**src/hdl/assert_macros.svh**
```systemverilog
// Assertion macros shared by the key debounce RTL.
// Each macro expects signals named clk and rst_n in the including module.
`ifndef ASSERT_MACROS_SVH
`define ASSERT_MACROS_SVH

// Check a property at every rising edge outside reset
`define KDB_ASSERT(lbl, prop, msg) \
  lbl: assert property (@(posedge clk) disable iff (!rst_n) (prop)) else $error(msg);

// Check that a condition leads to a consequence in the next cycle
`define KDB_ASSERT_NEXT(lbl, ante, cons, msg) \
  `KDB_ASSERT(lbl, (ante) |=> (cons), msg)

`endif

```
**src/hdl/kdb_pkg.sv**
```systemverilog
// Package for the key debounce block: command, phase and event codes,
// register indexes, reset values and the structs shared between modules.
// No dependencies.
`timescale 1ns / 1ps
`default_nettype none

package kdb_pkg;

  localparam int NUM_KEYS     = 5;
  localparam int NUM_SWITCHES = 2;
  localparam int CFG_W        = 16;
  localparam int CFG_IDX_W    = 1;

  localparam logic [CFG_IDX_W-1:0] REG_DEBOUNCE   = 1'd0;
  localparam logic [CFG_IDX_W-1:0] REG_LONG_PRESS = 1'd1;

  localparam logic [CFG_W-1:0] DEBOUNCE_RESET = 16'd4;
  localparam int               LONG_FACTOR    = 100;
  localparam logic [CFG_W-1:0] LONG_RESET     = CFG_W'(4 * LONG_FACTOR);

  typedef enum logic [1:0] {
    CMD_TICK = 2'd0,
    CMD_SCAN = 2'd1,
    CMD_ACK  = 2'd2
  } cmd_t;

  typedef enum logic [1:0] {
    PH_IDLE     = 2'd0,
    PH_DEBOUNCE = 2'd1,
    PH_HELD     = 2'd2,
    PH_WAIT     = 2'd3
  } phase_t;

  typedef enum logic [1:0] {
    EV_NONE  = 2'd0,
    EV_SHORT = 2'd1,
    EV_LONG  = 2'd2
  } event_t;

  // Command broadcast to every lane and the result stage
  typedef struct packed {
    logic accept;
    cmd_t cmd;
  } lane_ctl_t;

  // Tick limits from the configuration registers
  typedef struct packed {
    logic [CFG_W-1:0] debounce;
    logic [CFG_W-1:0] long_press;
  } limits_t;

endpackage

`default_nettype wire

```
**src/hdl/key_debounce_short_long_press.sv**
```systemverilog
// Top level of the key debounce block: configuration registers, one lane per
// key and the result stage. Depends on kdb_pkg, kdb_lane and kdb_merge.
//
//   channel | direction | handshake              | payload
//   in_     | input     | in_valid / in_ready    | cmd, key_levels, switch_levels, clear_mask
//   out_    | output    | out_valid / out_ready  | event_key0..4, switch_on0..1
//   cfg_    | input     | cfg_we (no wait)       | cfg_index, cfg_wdata
//
// All key lanes update in parallel at the accept edge, and the result is
// loaded into the output register at that same edge.
// One item per cycle is sustained while out_ready stays high; the single
// output register stalls the input only when its result is not taken.
// rst_n is synchronous: phases idle, timers zero, events cleared, switches off,
// debounce limit 4 and long-press limit 400.
`timescale 1ns / 1ps
`default_nettype none

module key_debounce_short_long_press
  import kdb_pkg::*;
#(
  parameter int TIMER_BITS = 16
) (
  input  wire logic                    clk,
  input  wire logic                    rst_n,
  input  wire logic                    in_valid,
  output logic                         in_ready,
  input  wire logic [1:0]              in_cmd,
  input  wire logic [NUM_KEYS-1:0]     in_key_levels,
  input  wire logic [NUM_SWITCHES-1:0] in_switch_levels,
  input  wire logic [NUM_KEYS-1:0]     in_clear_mask,
  output logic                         out_valid,
  input  wire logic                    out_ready,
  output logic [1:0]                   out_event_key0,
  output logic [1:0]                   out_event_key1,
  output logic [1:0]                   out_event_key2,
  output logic [1:0]                   out_event_key3,
  output logic [1:0]                   out_event_key4,
  output logic                         out_switch_on0,
  output logic                         out_switch_on1,
  input  wire logic                    cfg_we,
  input  wire logic [CFG_IDX_W-1:0]    cfg_index,
  input  wire logic [CFG_W-1:0]        cfg_wdata
);

  logic [CFG_W-1:0]        debounce_r, debounce_nxt;
  logic [CFG_W-1:0]        long_r, long_nxt;
  lane_ctl_t               ctl;
  limits_t                 limits;
  event_t                  ev_nxt [NUM_KEYS];
  event_t                  ev_q [NUM_KEYS];
  logic [NUM_SWITCHES-1:0] sw_q;

  // Write configuration registers
  always_comb begin
    debounce_nxt = debounce_r;
    long_nxt     = long_r;
    if (cfg_we) begin
      if (cfg_index == REG_DEBOUNCE) begin
        debounce_nxt = cfg_wdata;
      end else if (cfg_index == REG_LONG_PRESS) begin
        long_nxt = cfg_wdata;
      end
    end
  end

  always_ff @(posedge clk) begin
    if (!rst_n) begin
      debounce_r <= DEBOUNCE_RESET;
      long_r     <= LONG_RESET;
    end else begin
      debounce_r <= debounce_nxt;
      long_r     <= long_nxt;
    end
  end

  assign ctl.accept        = in_valid && in_ready;
  assign ctl.cmd           = cmd_t'(in_cmd);
  assign limits.debounce   = debounce_r;
  assign limits.long_press = long_r;

  // One lane per key
  for (genvar k = 0; k < NUM_KEYS; k++) begin : g_lane
    kdb_lane #(
      .TIMER_BITS (TIMER_BITS)
    ) u_lane (
      .clk       (clk),
      .rst_n     (rst_n),
      .ctl       (ctl),
      .limits    (limits),
      .key_high  (in_key_levels[k]),
      .clear     (in_clear_mask[k]),
      .event_nxt (ev_nxt[k])
    );
  end

  kdb_merge u_merge (
    .clk           (clk),
    .rst_n         (rst_n),
    .ctl           (ctl),
    .switch_levels (in_switch_levels),
    .ev_nxt        (ev_nxt),
    .out_ready     (out_ready),
    .in_ready      (in_ready),
    .out_valid     (out_valid),
    .ev_q          (ev_q),
    .sw_q          (sw_q)
  );

  // Unpack the result onto the field ports
  assign out_event_key0 = ev_q[0];
  assign out_event_key1 = ev_q[1];
  assign out_event_key2 = ev_q[2];
  assign out_event_key3 = ev_q[3];
  assign out_event_key4 = ev_q[4];
  assign out_switch_on0 = sw_q[0];
  assign out_switch_on1 = sw_q[1];

endmodule

`default_nettype wire

```
**src/hdl/kdb_lane.sv**
```systemverilog
// One key lane: phase machine, tick timer and posted event of a single key.
// Depends on kdb_pkg and assert_macros.svh.
`timescale 1ns / 1ps
`default_nettype none
`include "assert_macros.svh"

module kdb_lane
  import kdb_pkg::*;
#(
  parameter int TIMER_BITS = 16
) (
  input  wire logic      clk,
  input  wire logic      rst_n,
  input  wire lane_ctl_t ctl,
  input  wire limits_t   limits,
  input  wire logic      key_high,
  input  wire logic      clear,
  output event_t         event_nxt
);

  localparam int CMP_W = (TIMER_BITS > CFG_W) ? TIMER_BITS : CFG_W;

  phase_t                phase_r, phase_nxt;
  logic [TIMER_BITS-1:0] timer_r, timer_nxt;
  event_t                event_r;
  logic [CMP_W-1:0]      timer_ext, debounce_ext, long_ext;

  assign timer_ext    = CMP_W'(timer_r);
  assign debounce_ext = CMP_W'(limits.debounce);
  assign long_ext     = CMP_W'(limits.long_press);

  // Hold lane state, clear on reset
  always_ff @(posedge clk) begin
    if (!rst_n) begin
      phase_r <= PH_IDLE;
      timer_r <= '0;
      event_r <= EV_NONE;
    end else begin
      phase_r <= phase_nxt;
      timer_r <= timer_nxt;
      event_r <= event_nxt;
    end
  end

  // Advance the phase machine for the accepted item
  always_comb begin
    phase_nxt = phase_r;
    timer_nxt = timer_r;
    event_nxt = event_r;
    if (ctl.accept) begin
      unique case (ctl.cmd)
        CMD_TICK: begin
          // a wrapped timer stays at zero
          if (timer_r != '0) begin
            timer_nxt = timer_r + TIMER_BITS'(1);
          end
        end
        CMD_SCAN: begin
          unique case (phase_r)
            PH_IDLE: begin
              if (!key_high) begin
                phase_nxt = PH_DEBOUNCE;
                timer_nxt = TIMER_BITS'(1);
              end
            end
            PH_DEBOUNCE: begin
              if (timer_ext > debounce_ext && !key_high) begin
                phase_nxt = PH_HELD;
              end
            end
            PH_HELD: begin
              if (key_high) begin
                phase_nxt = PH_IDLE;
                event_nxt = EV_SHORT;
              end else if (timer_ext > long_ext) begin
                phase_nxt = PH_WAIT;
                event_nxt = EV_LONG;
              end
            end
            PH_WAIT: begin
              if (key_high) begin
                phase_nxt = PH_IDLE;
                event_nxt = EV_NONE;
              end
            end
            default: begin
              phase_nxt = phase_r;
            end
          endcase
        end
        CMD_ACK: begin
          if (clear) begin
            event_nxt = EV_NONE;
          end
        end
        default: begin
          phase_nxt = phase_r;
        end
      endcase
    end
  end

  `KDB_ASSERT_NEXT(a_timer_stays_stopped,
    timer_r == '0 && !(ctl.accept && ctl.cmd == CMD_SCAN && phase_r == PH_IDLE),
    timer_r == '0, "lane timer left zero without a press in idle")
  `KDB_ASSERT_NEXT(a_ack_clears_event, ctl.accept && ctl.cmd == CMD_ACK && clear,
    event_r == EV_NONE, "acknowledged event not cleared")
  `KDB_ASSERT_NEXT(a_tick_keeps_phase, ctl.accept && ctl.cmd == CMD_TICK,
    phase_r == $past(phase_r), "tick changed the key phase")

endmodule

`default_nettype wire

```
**src/hdl/kdb_merge.sv**
```systemverilog
// Result stage: gathers the lane events and switch state into the output
// register and runs the result handshake. Depends on kdb_pkg, assert_macros.svh.
`timescale 1ns / 1ps
`default_nettype none
`include "assert_macros.svh"

module kdb_merge
  import kdb_pkg::*;
(
  input  wire logic                    clk,
  input  wire logic                    rst_n,
  input  wire lane_ctl_t               ctl,
  input  wire logic [NUM_SWITCHES-1:0] switch_levels,
  input  wire event_t                  ev_nxt [NUM_KEYS],
  input  wire logic                    out_ready,
  output logic                         in_ready,
  output logic                         out_valid,
  output event_t                       ev_q [NUM_KEYS],
  output logic [NUM_SWITCHES-1:0]      sw_q
);

  logic                    out_valid_r, out_valid_nxt;
  logic [NUM_SWITCHES-1:0] switch_r, switch_nxt;
  event_t                  ev_r [NUM_KEYS];
  logic [NUM_SWITCHES-1:0] sw_r;

  // Take a new item whenever the output register is empty or draining
  assign in_ready  = !out_valid_r || out_ready;
  assign out_valid = out_valid_r;
  assign ev_q      = ev_r;
  assign sw_q      = sw_r;

  // Sample inverted switch levels on a scan
  always_comb begin
    switch_nxt = switch_r;
    if (ctl.accept && ctl.cmd == CMD_SCAN) begin
      switch_nxt = ~switch_levels;
    end
  end

  always_comb begin
    out_valid_nxt = out_valid_r;
    if (ctl.accept) begin
      out_valid_nxt = 1'b1;
    end else if (out_ready) begin
      out_valid_nxt = 1'b0;
    end
  end

  // Hold control state
  always_ff @(posedge clk) begin
    if (!rst_n) begin
      out_valid_r <= 1'b0;
      switch_r    <= '0;
    end else begin
      out_valid_r <= out_valid_nxt;
      switch_r    <= switch_nxt;
    end
  end

  // Load the result payload on an accepted item
  always_ff @(posedge clk) begin
    if (ctl.accept) begin
      ev_r <= ev_nxt;
      sw_r <= switch_nxt;
    end
  end

  `KDB_ASSERT_NEXT(a_accept_gives_result, ctl.accept, out_valid_r,
    "accepted item produced no result")
  `KDB_ASSERT_NEXT(a_drained_goes_empty, !ctl.accept && out_valid_r && out_ready,
    !out_valid_r, "result repeated after being taken")
  `KDB_ASSERT_NEXT(a_scan_loads_switches, ctl.accept && ctl.cmd == CMD_SCAN,
    sw_r == ~$past(switch_levels), "scan did not report inverted switch levels")

endmodule

`default_nettype wire
```
**config.mk**
```make
export PLATFORM = sky130hd
export DESIGN_NAME = key_debounce_short_long_press
export DESIGN_NICKNAME = d
export VERILOG_FILES = /design/src/hdl/kdb_pkg.sv /design/src/hdl/key_debounce_short_long_press.sv /design/src/hdl/kdb_lane.sv /design/src/hdl/kdb_merge.sv
export VERILOG_INCLUDE_DIRS = /design/src /design/src/hdl
export SDC_FILE = /design/constraint.sdc
export NUM_CORES = 1
export LEC_CHECK = 0
export BUFFER_PORTS_ARGS = -buffer_cell sky130_fd_sc_hd__buf_2
export CORE_MARGIN = 4
export CORE_UTILIZATION = 55
export CTS_CLUSTER_SIZE = 30
export DETAILED_ROUTE_END_ITERATION = 10
export GPL_ROUTABILITY_DRIVEN = 0
export PLACE_DENSITY = 0.72
export SYNTH_ARGS = -nofsm -noshare
export SYNTH_HDL_FRONTEND = slang
export SYNTH_HIERARCHICAL = 1
export SYNTH_SLANG_ARGS = --single-unit
```
**constraint.sdc**
```tcl
create_clock -name clk -period 3.36 [get_ports clk]
set_clock_uncertainty 0.15 [all_clocks]
set_input_delay 0.168 -clock clk [delete_from_list [all_inputs] [get_ports clk]]
set_output_delay 0.168 -clock clk [all_outputs]
set_load 0.005 [all_outputs]
```
==> results of run 1 <==
==> metal layers <==
| layer | track usage [%] | wire length [um] | up-vias |
|---|---|---|---|
| met5 | 0 | 0 | - |
| met4 | 7.85 | 778 | 0 |
| met3 | 4.26 | 2060 | 50 |
| met2 | 41.2 | 13700 | 328 |
| met1 | 36.3 | 14000 | 4715 |
| li1 | - | - | 5012 |
==> flip-flops by register name, indices dropped and copies added (netlist names) <==
signal,flops
g_lane.u_lane/phase_r,10
debounce_r,16
g_lane.u_lane/event_r,10
u_merge/out_valid,1
u_merge/ev_q,10
g_lane.u_lane/timer_ext,80
u_merge/sw_q,2
u_merge/switch_r,2
long_r,16
==> stage by stage <==
stage	utilization [%]	area (um2)	hold slack, ns	total power, uW	cells
2_1_floorplan	-	11500	0.140	2290	1381
3_3_place_gp	58.2	11900	0.283	2450	1679
3_5_place_dp	58.2	11900	0.277	2470	1679
4_1_cts	62.3	12700	0.0119	4440	1736
5_1_grt	62.3	12700	0.0837	4590	1736
6_report	62.3	12700	0.0251	4400	1736
==> cells by family after synthesis <==
family          Yosys count  share of synthesized area (%)
simple gates            478                           22.2
buf+inv                 246                           9.40
compound gates          229                           13.9
fa+ha+maj               185                           20.1
flops                   147                           26.6
xor+xnor                 63                           4.80
mux                      33                           2.88
==> power breakdown <==
part | internal (uW) | switching, uW
logic | 241 | 337
clock network | 1090 | 852
registers | 1810 | 82.1
==> worst max-delay path: cells and delay by family, from the launching register on <==
family                   cells  cell delay, ns
buffers and inverters        1            0.09
AND/OR/NAND/NOR              3            1.04
AO/OA/AOI/OAI                2            0.21
flip-flops                   1            0.57
adder cells (fa/ha/maj)      1            0.33
==> final timing paths <==
kind                        from                     endpoint  slack (ns)  cells after the start
min             in_clear_mask[0]  g_lane[0].u_lane/event_r[0]        0.03                      5
min reg2reg  u_merge/switch_r[1]          u_merge/switch_r[1]        0.32                      2
max                   long_r[15]              u_merge/ev_q[9]        0.70                      7
max reg2reg           long_r[15]              u_merge/ev_q[9]        0.70                      7
==> synth_stat cells, types with 5 or more instances <==
master	n	area share, %
nor2_1	107	3.5
a21boi_0	5	0.33
a21o_1	11	0.72
nor4_1	14	0.76
and3_2	5	0.33
a41oi_1	9	0.69
nor3_1	15	0.65
o21ai_1	5	0.22
nand2_1	109	3.6
o221a_2	5	0.49
a21oi_1	69	3.0
nand3_1	48	2.1
o21ai_0	22	0.96
xor2_1	51	3.9
a211oi_1	10	0.65
inv_1	215	7.0
o211ai_1	20	1.3
o211a_1	8	0.70
buf_6	15	1.5
dfxtp_1	135	24
a211o_1	5	0.38
a221o_1	6	0.52
clkbuf_1	6	0.20
mux2i_1	32	2.8
nand3b_1	5	0.33
nor3b_1	5	0.33
buf_2	7	0.30
and3_1	20	1.1
and2_1	18	0.98
o21bai_1	8	0.52
a31oi_1	5	0.27
ha_1	185	20
o31a_1	6	0.46
or3_1	7	0.38
nand2_2	5	0.27
edfxtp_1	12	3.1
nor2b_1	18	0.98
xnor2_1	12	0.91
and4_1	6	0.46
nand4_1	71	3.9
==> repair_timing <==
item / in CTS / in global routing
hold endpoints to repair: 51 / 0
hold buffers: 26 / 0
endpoints found under the setup margin: 0 / 0
==> layout make-up <==
cell class	instances	share of cell area, %
tap	270	2.65
inverter	215	6.34
clock buffer	18	3.54
sequential	147	24.1
clock inverter	13	1.07
multi-input combinational	988	57.8
timing repair buffer	85	4.56
==> key figures, run 1 <==
STA
  – Setup Viol. Count Final: 0
  – Minimum clock period: between 2 and 3 ns
  – Final worst-path cycle share: between 70 and 80%
  – Max-slew violation count: 0
  – Final hold viol count: 0
  – Unrepaired setup endpoints after global routing: no
  – Fmax: approximately 0.38 GHz
  – Max_slew headroom: between 20 and 30%
  – Actual slew at the worst max-slew pin: between 1 and 1.5 ns
  – Setup TNS: 0 ns
  – Slack of the critical path: between 0.7 and 0.8 ns

Setup path
  – CP Capture Type: register
  – Crit-path cells: inv_1 > ha_1 > nand4_1 > nor4_1 > nor4_1 > o21ai_0 > o21ai_0
  – Required time of the critical path: roughly 3.4 ns
  – Critical path peak fanout: 6
  – Critical path class: reg2reg
  – Crit start category: register
  – CP arrival: 2.66 ns
  – Slowest Stage Delay on Critical Path: between 0.6 and 0.7 ns
  – Critical Path Slowest Stage Cell: nor4_1

Yosys
  – Syn Area/Cell: 8.33 um2
  – Mapped cell area: approximately 0.011 mm2
  – Syn nets: 1,602
  – Synth Flop Type: dfxtp_1
  – Yosys warning total: 6
  – Async set-reset flop share out of synthesis: 0%
  – Synthesis-stage register bit count: roughly 150
  – Post-synth EDFFs: 12
  – Yosys cell types: between 60 and 70
  – Syn Inst Count: roughly 1,400
  – Post-synthesis sequential area ratio: 26.6%

CTS
  – H-tree Lvls: 4
  – Clock root buffer master: clkbuf_16
  – Post-CTS Resized: 0
  – Clk Latency, worst-skew pair: ~0.43 ns
  – Worst-case clock buffer depth: 2
  – Clock slew at reported path FFs: approximately 0.070 ns
  – CTS sink count: roughly 150
  – CTS buffer count: 17
  – Post-CTS Repair Setup Buffers: 0
  – CTS tree: done

Die
  – Initial core utilization: 56.3%
  – Chip height: 153 um
  – I/O pins: 50
  – Die X: between 150 and 200 um
  – Die area: roughly 0.023 mm2
  – Core footprint: slightly above 0.02 mm2
  – # rows: between 50 and 60

Cells and area
  – # diodes: 0
  – Layout area overhead: 10.7%
  – Area of the multi-input gates: between 0.007 and 0.008 mm2
  – Commonest non-fill, non-tap cell in the layout: inv_1
  – Reg area: 0.00306 mm2
  – Commonest non-fill, non-tap cells in the layout: inv_1 (215), ha_1 (185), dfxtp_1 (135), nand2_1 (109), nor2_1 (107)
  – Fillers: roughly 1,800
  – Fin nets: 1,675
  – Fraction of layout cells with a size suffix above 1: a little under 9%

GRT
  – Initial antenna violation count: 0
  – Largest net degree at the start of global routing: 30
  – Tot GR Track Use: between 20% and 30%
  – First-pass GRT wire length: between 40,000 and 50,000 um
  – Vias in the first global route: 9,643
  – Overflow after GRT: 0

Detailed routing
  – WL/cell: approximately 18 um
  – Number of remaining DRC errors: 0
  – First-pass iteration count of the detailed router: 6
  – Via count: 10,100
  – Final ANT Viol Nets: 0
  – Starting DRT DRC Count: roughly 820
  – Total Wirelength: between 30,000 and 40,000 um
  – Vias per inst: between 5 and 6

Run status
  – Outcome: finished, final reports clean

Power and ir drop
  – Cell leakage power: approximately 0.0057 uW
  – Max VDD drop: between 0.2 and 0.3 mV
  – P per Cell Area: roughly 350 mW/mm2

Job
  – Max cap viols: 0

Placement
  – Port bufs: 49
  – Dpl ws: 0.764 ns
  – Post-DP HPWL: 22,200 um

Hold path
  – Hold/Removal Path Class: in2reg
Power figures use the tool's default switching activity.
==> inputs of run 2 (changes only) <==
--- a/config.mk
+++ b/config.mk
@@ -12,7 +12,7 @@
 export CTS_CLUSTER_SIZE = 30
 export DETAILED_ROUTE_END_ITERATION = 10
 export GPL_ROUTABILITY_DRIVEN = 0
-export PLACE_DENSITY = 0.72
+export PLACE_DENSITY = 0.75
 export SYNTH_ARGS = -nofsm -noshare
 export SYNTH_HDL_FRONTEND = slang
 export SYNTH_HIERARCHICAL = 1
==> constraint.sdc (replaced) <==
create_clock -name clk -period 2.36 [get_ports clk]
set_clock_uncertainty 0.15 [all_clocks]
set_input_delay 0.118 -clock clk [delete_from_list [all_inputs] [get_ports clk]]
set_output_delay 0.118 -clock clk [all_outputs]
set_load 0.005 [all_outputs]
==> run 2 against run 1 <==
  * Sequential power rose by 40%
  * Worst setup slack lost 0.70 ns
  * Final cell count is 6.7% higher
  * Wire length is 8.3% higher
  * Cell area rose by 11%
  * Via count grew 8.0%
  * Clock power grew 55%
  * Critical path depth up 1
  * Sequential cell count unchanged
  * Core utilization is 6.9 points higher
  * Critical endpoint is now u_merge/ev_q[3]
  * Largest power group unchanged
  * Highest routed layer unchanged
==> key figures, run 2 (synthesized netlist as in run 1, its figures left out) <==
Cells and area
  – # diodes: 0 (unchanged)
  – Fraction of layout cells with a size suffix above 1: 18.4% (+9.6 points)
  – Largest register FFs: 80 (unchanged)
  – Reg area: 0.00310 mm2 (+1.3%)
  – Fin nets: 1,790 (+6.9%)
  – Area of the multi-input gates: 0.00766 mm2 (+4.1%)
  – Commonest non-fill, non-tap cells in the layout: inv_1 (214), ha_1 (171), dfxtp_1 (122), nand2_1 (109)
  – Fillers: 1,509 (-17%)
  – Layout area overhead: 22.9%
  – Commonest non-fill, non-tap cell in the layout: inv_1

Power and ir drop
  – Internal cell power: 4900 uW (+56%)
  – Comb pwr share: 15.4% (+2.3 points)
  – P per Cell Area: 473 mW/mm2 (+37%)
  – Cell leakage power: 0.00636 uW (+12%)
  – Max VDD drop: 0.380 mV (+28%)
  – Switch share: 26.7% (-2.1 points)
  – Reg power frac: 39.5% (-3.4 points)
  – Clock power frac: 45.0% (+1.0 points)
  – Psw: 1790 uW (+41%)

GRT
  – Tot GR Track Use: 27.1% (+1.2 points)
  – Initial antenna violation count: 0 (unchanged)
  – Vias in the first global route: 10,500 (+8.4%)
  – Largest net degree at the start of global routing: 32 (+6.7%)
  – Overflow after GRT: 0 (unchanged)
  – First-pass GRT wire length: 51,900 um (+5.0%)

STA
  – Max-slew violation count: 0 (unchanged)
  – Final hold viol count: 0 (unchanged)
  – Unrepaired setup endpoints after global routing: yes
  – Max_slew headroom: 60.6% (+35 points)
  – Setup TNS: 0 ns (unchanged)
  – Final worst-path cycle share: 99.9% (+21 points)
  – Fmax: 0.424 GHz (+13%)
  – Slack of the critical path: 0.00351 ns (-0.699 ns)
  – Setup Viol. Count Final: 0 (unchanged)
  – Minimum clock period: 2.36 ns (-0.301 ns)
  – Actual slew at the worst max-slew pin: 0.591 ns (-0.519 ns)

Setup path
  – Crit path buf inv count: 1 (unchanged)
  – CP arrival: 2.39 ns (-0.27 ns)
  – CP delay by family, top: compound AO/OA/AOI/OAI gates
  – Critical path peak fanout: 5 (-1)
  – Crit path depth: 8 (+1)
  – Crit-path cells: inv_1 > ha_1 > a21oi_2 > o21ai_1 > a221o_1 > o31a_1 > a31oi_2 > nor2_1
  – Internal reg-to-reg setup slack: 0.004 ns (-0.70 ns)
  – Required time of the critical path: 2.39 ns (-0.98 ns)
  – Crit start category: register
  – Critical Path Source: long_r[9]
  – Worst r2r src: long_r[9]
  – Slowest Stage Delay on Critical Path: 0.38 ns (-0.30 ns)
  – Cells on worst reg2reg path: 8 (+1)
  – Critical Path Slowest Stage Cell: dfxtp_4
  – CP Capture Point: u_merge/ev_q[3]
  – Critical path class: reg2reg
  – CP Capture Type: register
  – R2r endpoint: u_merge/ev_q[3]

Die
  – I/O pins: 50 (unchanged)
  – Initial core utilization: 56.3% (unchanged)
  – Die area: 0.0233 mm2 (unchanged)
  – Die X: 153 um (unchanged)
  – # rows: 52 (unchanged)
  – Core footprint: 0.0204 mm2 (unchanged)
  – Chip height: 153 um (unchanged)

Detailed routing
  – Number of remaining DRC errors: 0 (unchanged)
  – Starting DRT DRC Count: 940 (+15%)
  – Final ANT Viol Nets: 0 (unchanged)
  – Total Wirelength: 33,100 um (+8.3%)
  – First-pass iteration count of the detailed router: 5 (-1)
  – Vias per inst: 5.89 (+1.2%)
  – Via count: 10,900 (+8.0%)
  – WL/cell: 17.9 um (+1.5%)

CTS
  – Clock root buffer master: clkbuf_16
  – Worst-case clock buffer depth: 2 (unchanged)
  – H-tree Lvls: 4 (unchanged)
  – CTS tree: done
  – CTS buffer count: 17 (unchanged)
  – Clock slew at reported path FFs: 0.06 ns (about the same)
  – CTS sink count: 147 (unchanged)
  – Clk Latency, worst-skew pair: 0.43 ns (about the same)

Placement
  – Dpl ws: -0.0996 ns (-0.864 ns)
  – Post-DP HPWL: 23,700 um (+6.6%)
  – Port bufs: 49 (unchanged)

Hold path
  – Hold/Removal Path Class: in2reg

Job
  – Max cap viols: 0 (unchanged)

Run status
  – Outcome: finished, final reports clean
-- run 2: area by class of cell --
type	instances	area share (%)
clock buffers	19	3.06
clock inverters	13	1.45
inverters	215	5.71
multi-input cells	988	54.2
flip-flops and latches	147	22.0
well taps	270	2.39
repair buffers	200	11.3
-- run 2: metrics by stage --
step	power [uW]	hold slack [ns]	instance area [um2]	instances	utilization, %
floorplan	3270	0.0897	11500	1381	-
global placement	3590	0.237	12800	1784	62.6
detailed placement	3610	0.254	12800	1784	62.6
CTS	6650	0.0204	13800	1849	67.4
global route	6930	0.0668	14100	1852	69.2
finish	6690	0.0388	14100	1852	69.2
-- run 2: power groups by stage --
| stage | registers, uW | clock network, uW | logic, uW |
|---|---|---|---|
| floorplan | 2680 | 0 | 587 |
| global placement | 2700 | 0 | 893 |
| detailed placement | 2700 | 0 | 916 |
| CTS | 2650 | 3040 | 968 |
| global route | 2650 | 3150 | 1130 |
| finish | 2640 | 3010 | 1030 |
-- run 2: worst min-delay path, cell delays in order --
cell and delay [ns]:
buf_2 0.07, o211ai_1 0.12, a21oi_1 0.18, nor3b_1 0.07
-- run 2: how the worst min path moves through the flow --
stage                          start                     endpoint  slack (ns)  depth (start not counted)
global placement        cfg_wdata[2]                    long_r[2]        0.24                          3
CTS                 in_clear_mask[1]  g_lane[1].u_lane/event_r[1]        0.02                          4
global route        in_clear_mask[3]  g_lane[3].u_lane/event_r[1]        0.07                          4
floorplan                      rst_n  g_lane[1].u_lane/event_r[0]        0.09                          1
finish              in_clear_mask[1]  g_lane[1].u_lane/event_r[1]        0.04                          4
detailed placement      cfg_wdata[8]                debounce_r[8]        0.25                          3
-- run 2: metal layers --
metal / routed length, um / track usage (%)
met5: 0 / 0
met4: 1390 / 10.1
met3: 2630 / 4.60
met2: 14800 / 44.2
met1: 14300 / 36.1
-- run 2: repair_timing --
| action | CTS | global route |
|---|---|---|
| gates resized for setup | 8 | 64 |
| endpoints found under the hold margin | 58 | 0 |
| hold buffers | 33 | 0 |
| setup endpoints to repair | 10 | 45 |
| setup buffers | 0 | 3 |
| gates cloned | 0 | 0 |
| pin swaps | 0 | 21 |
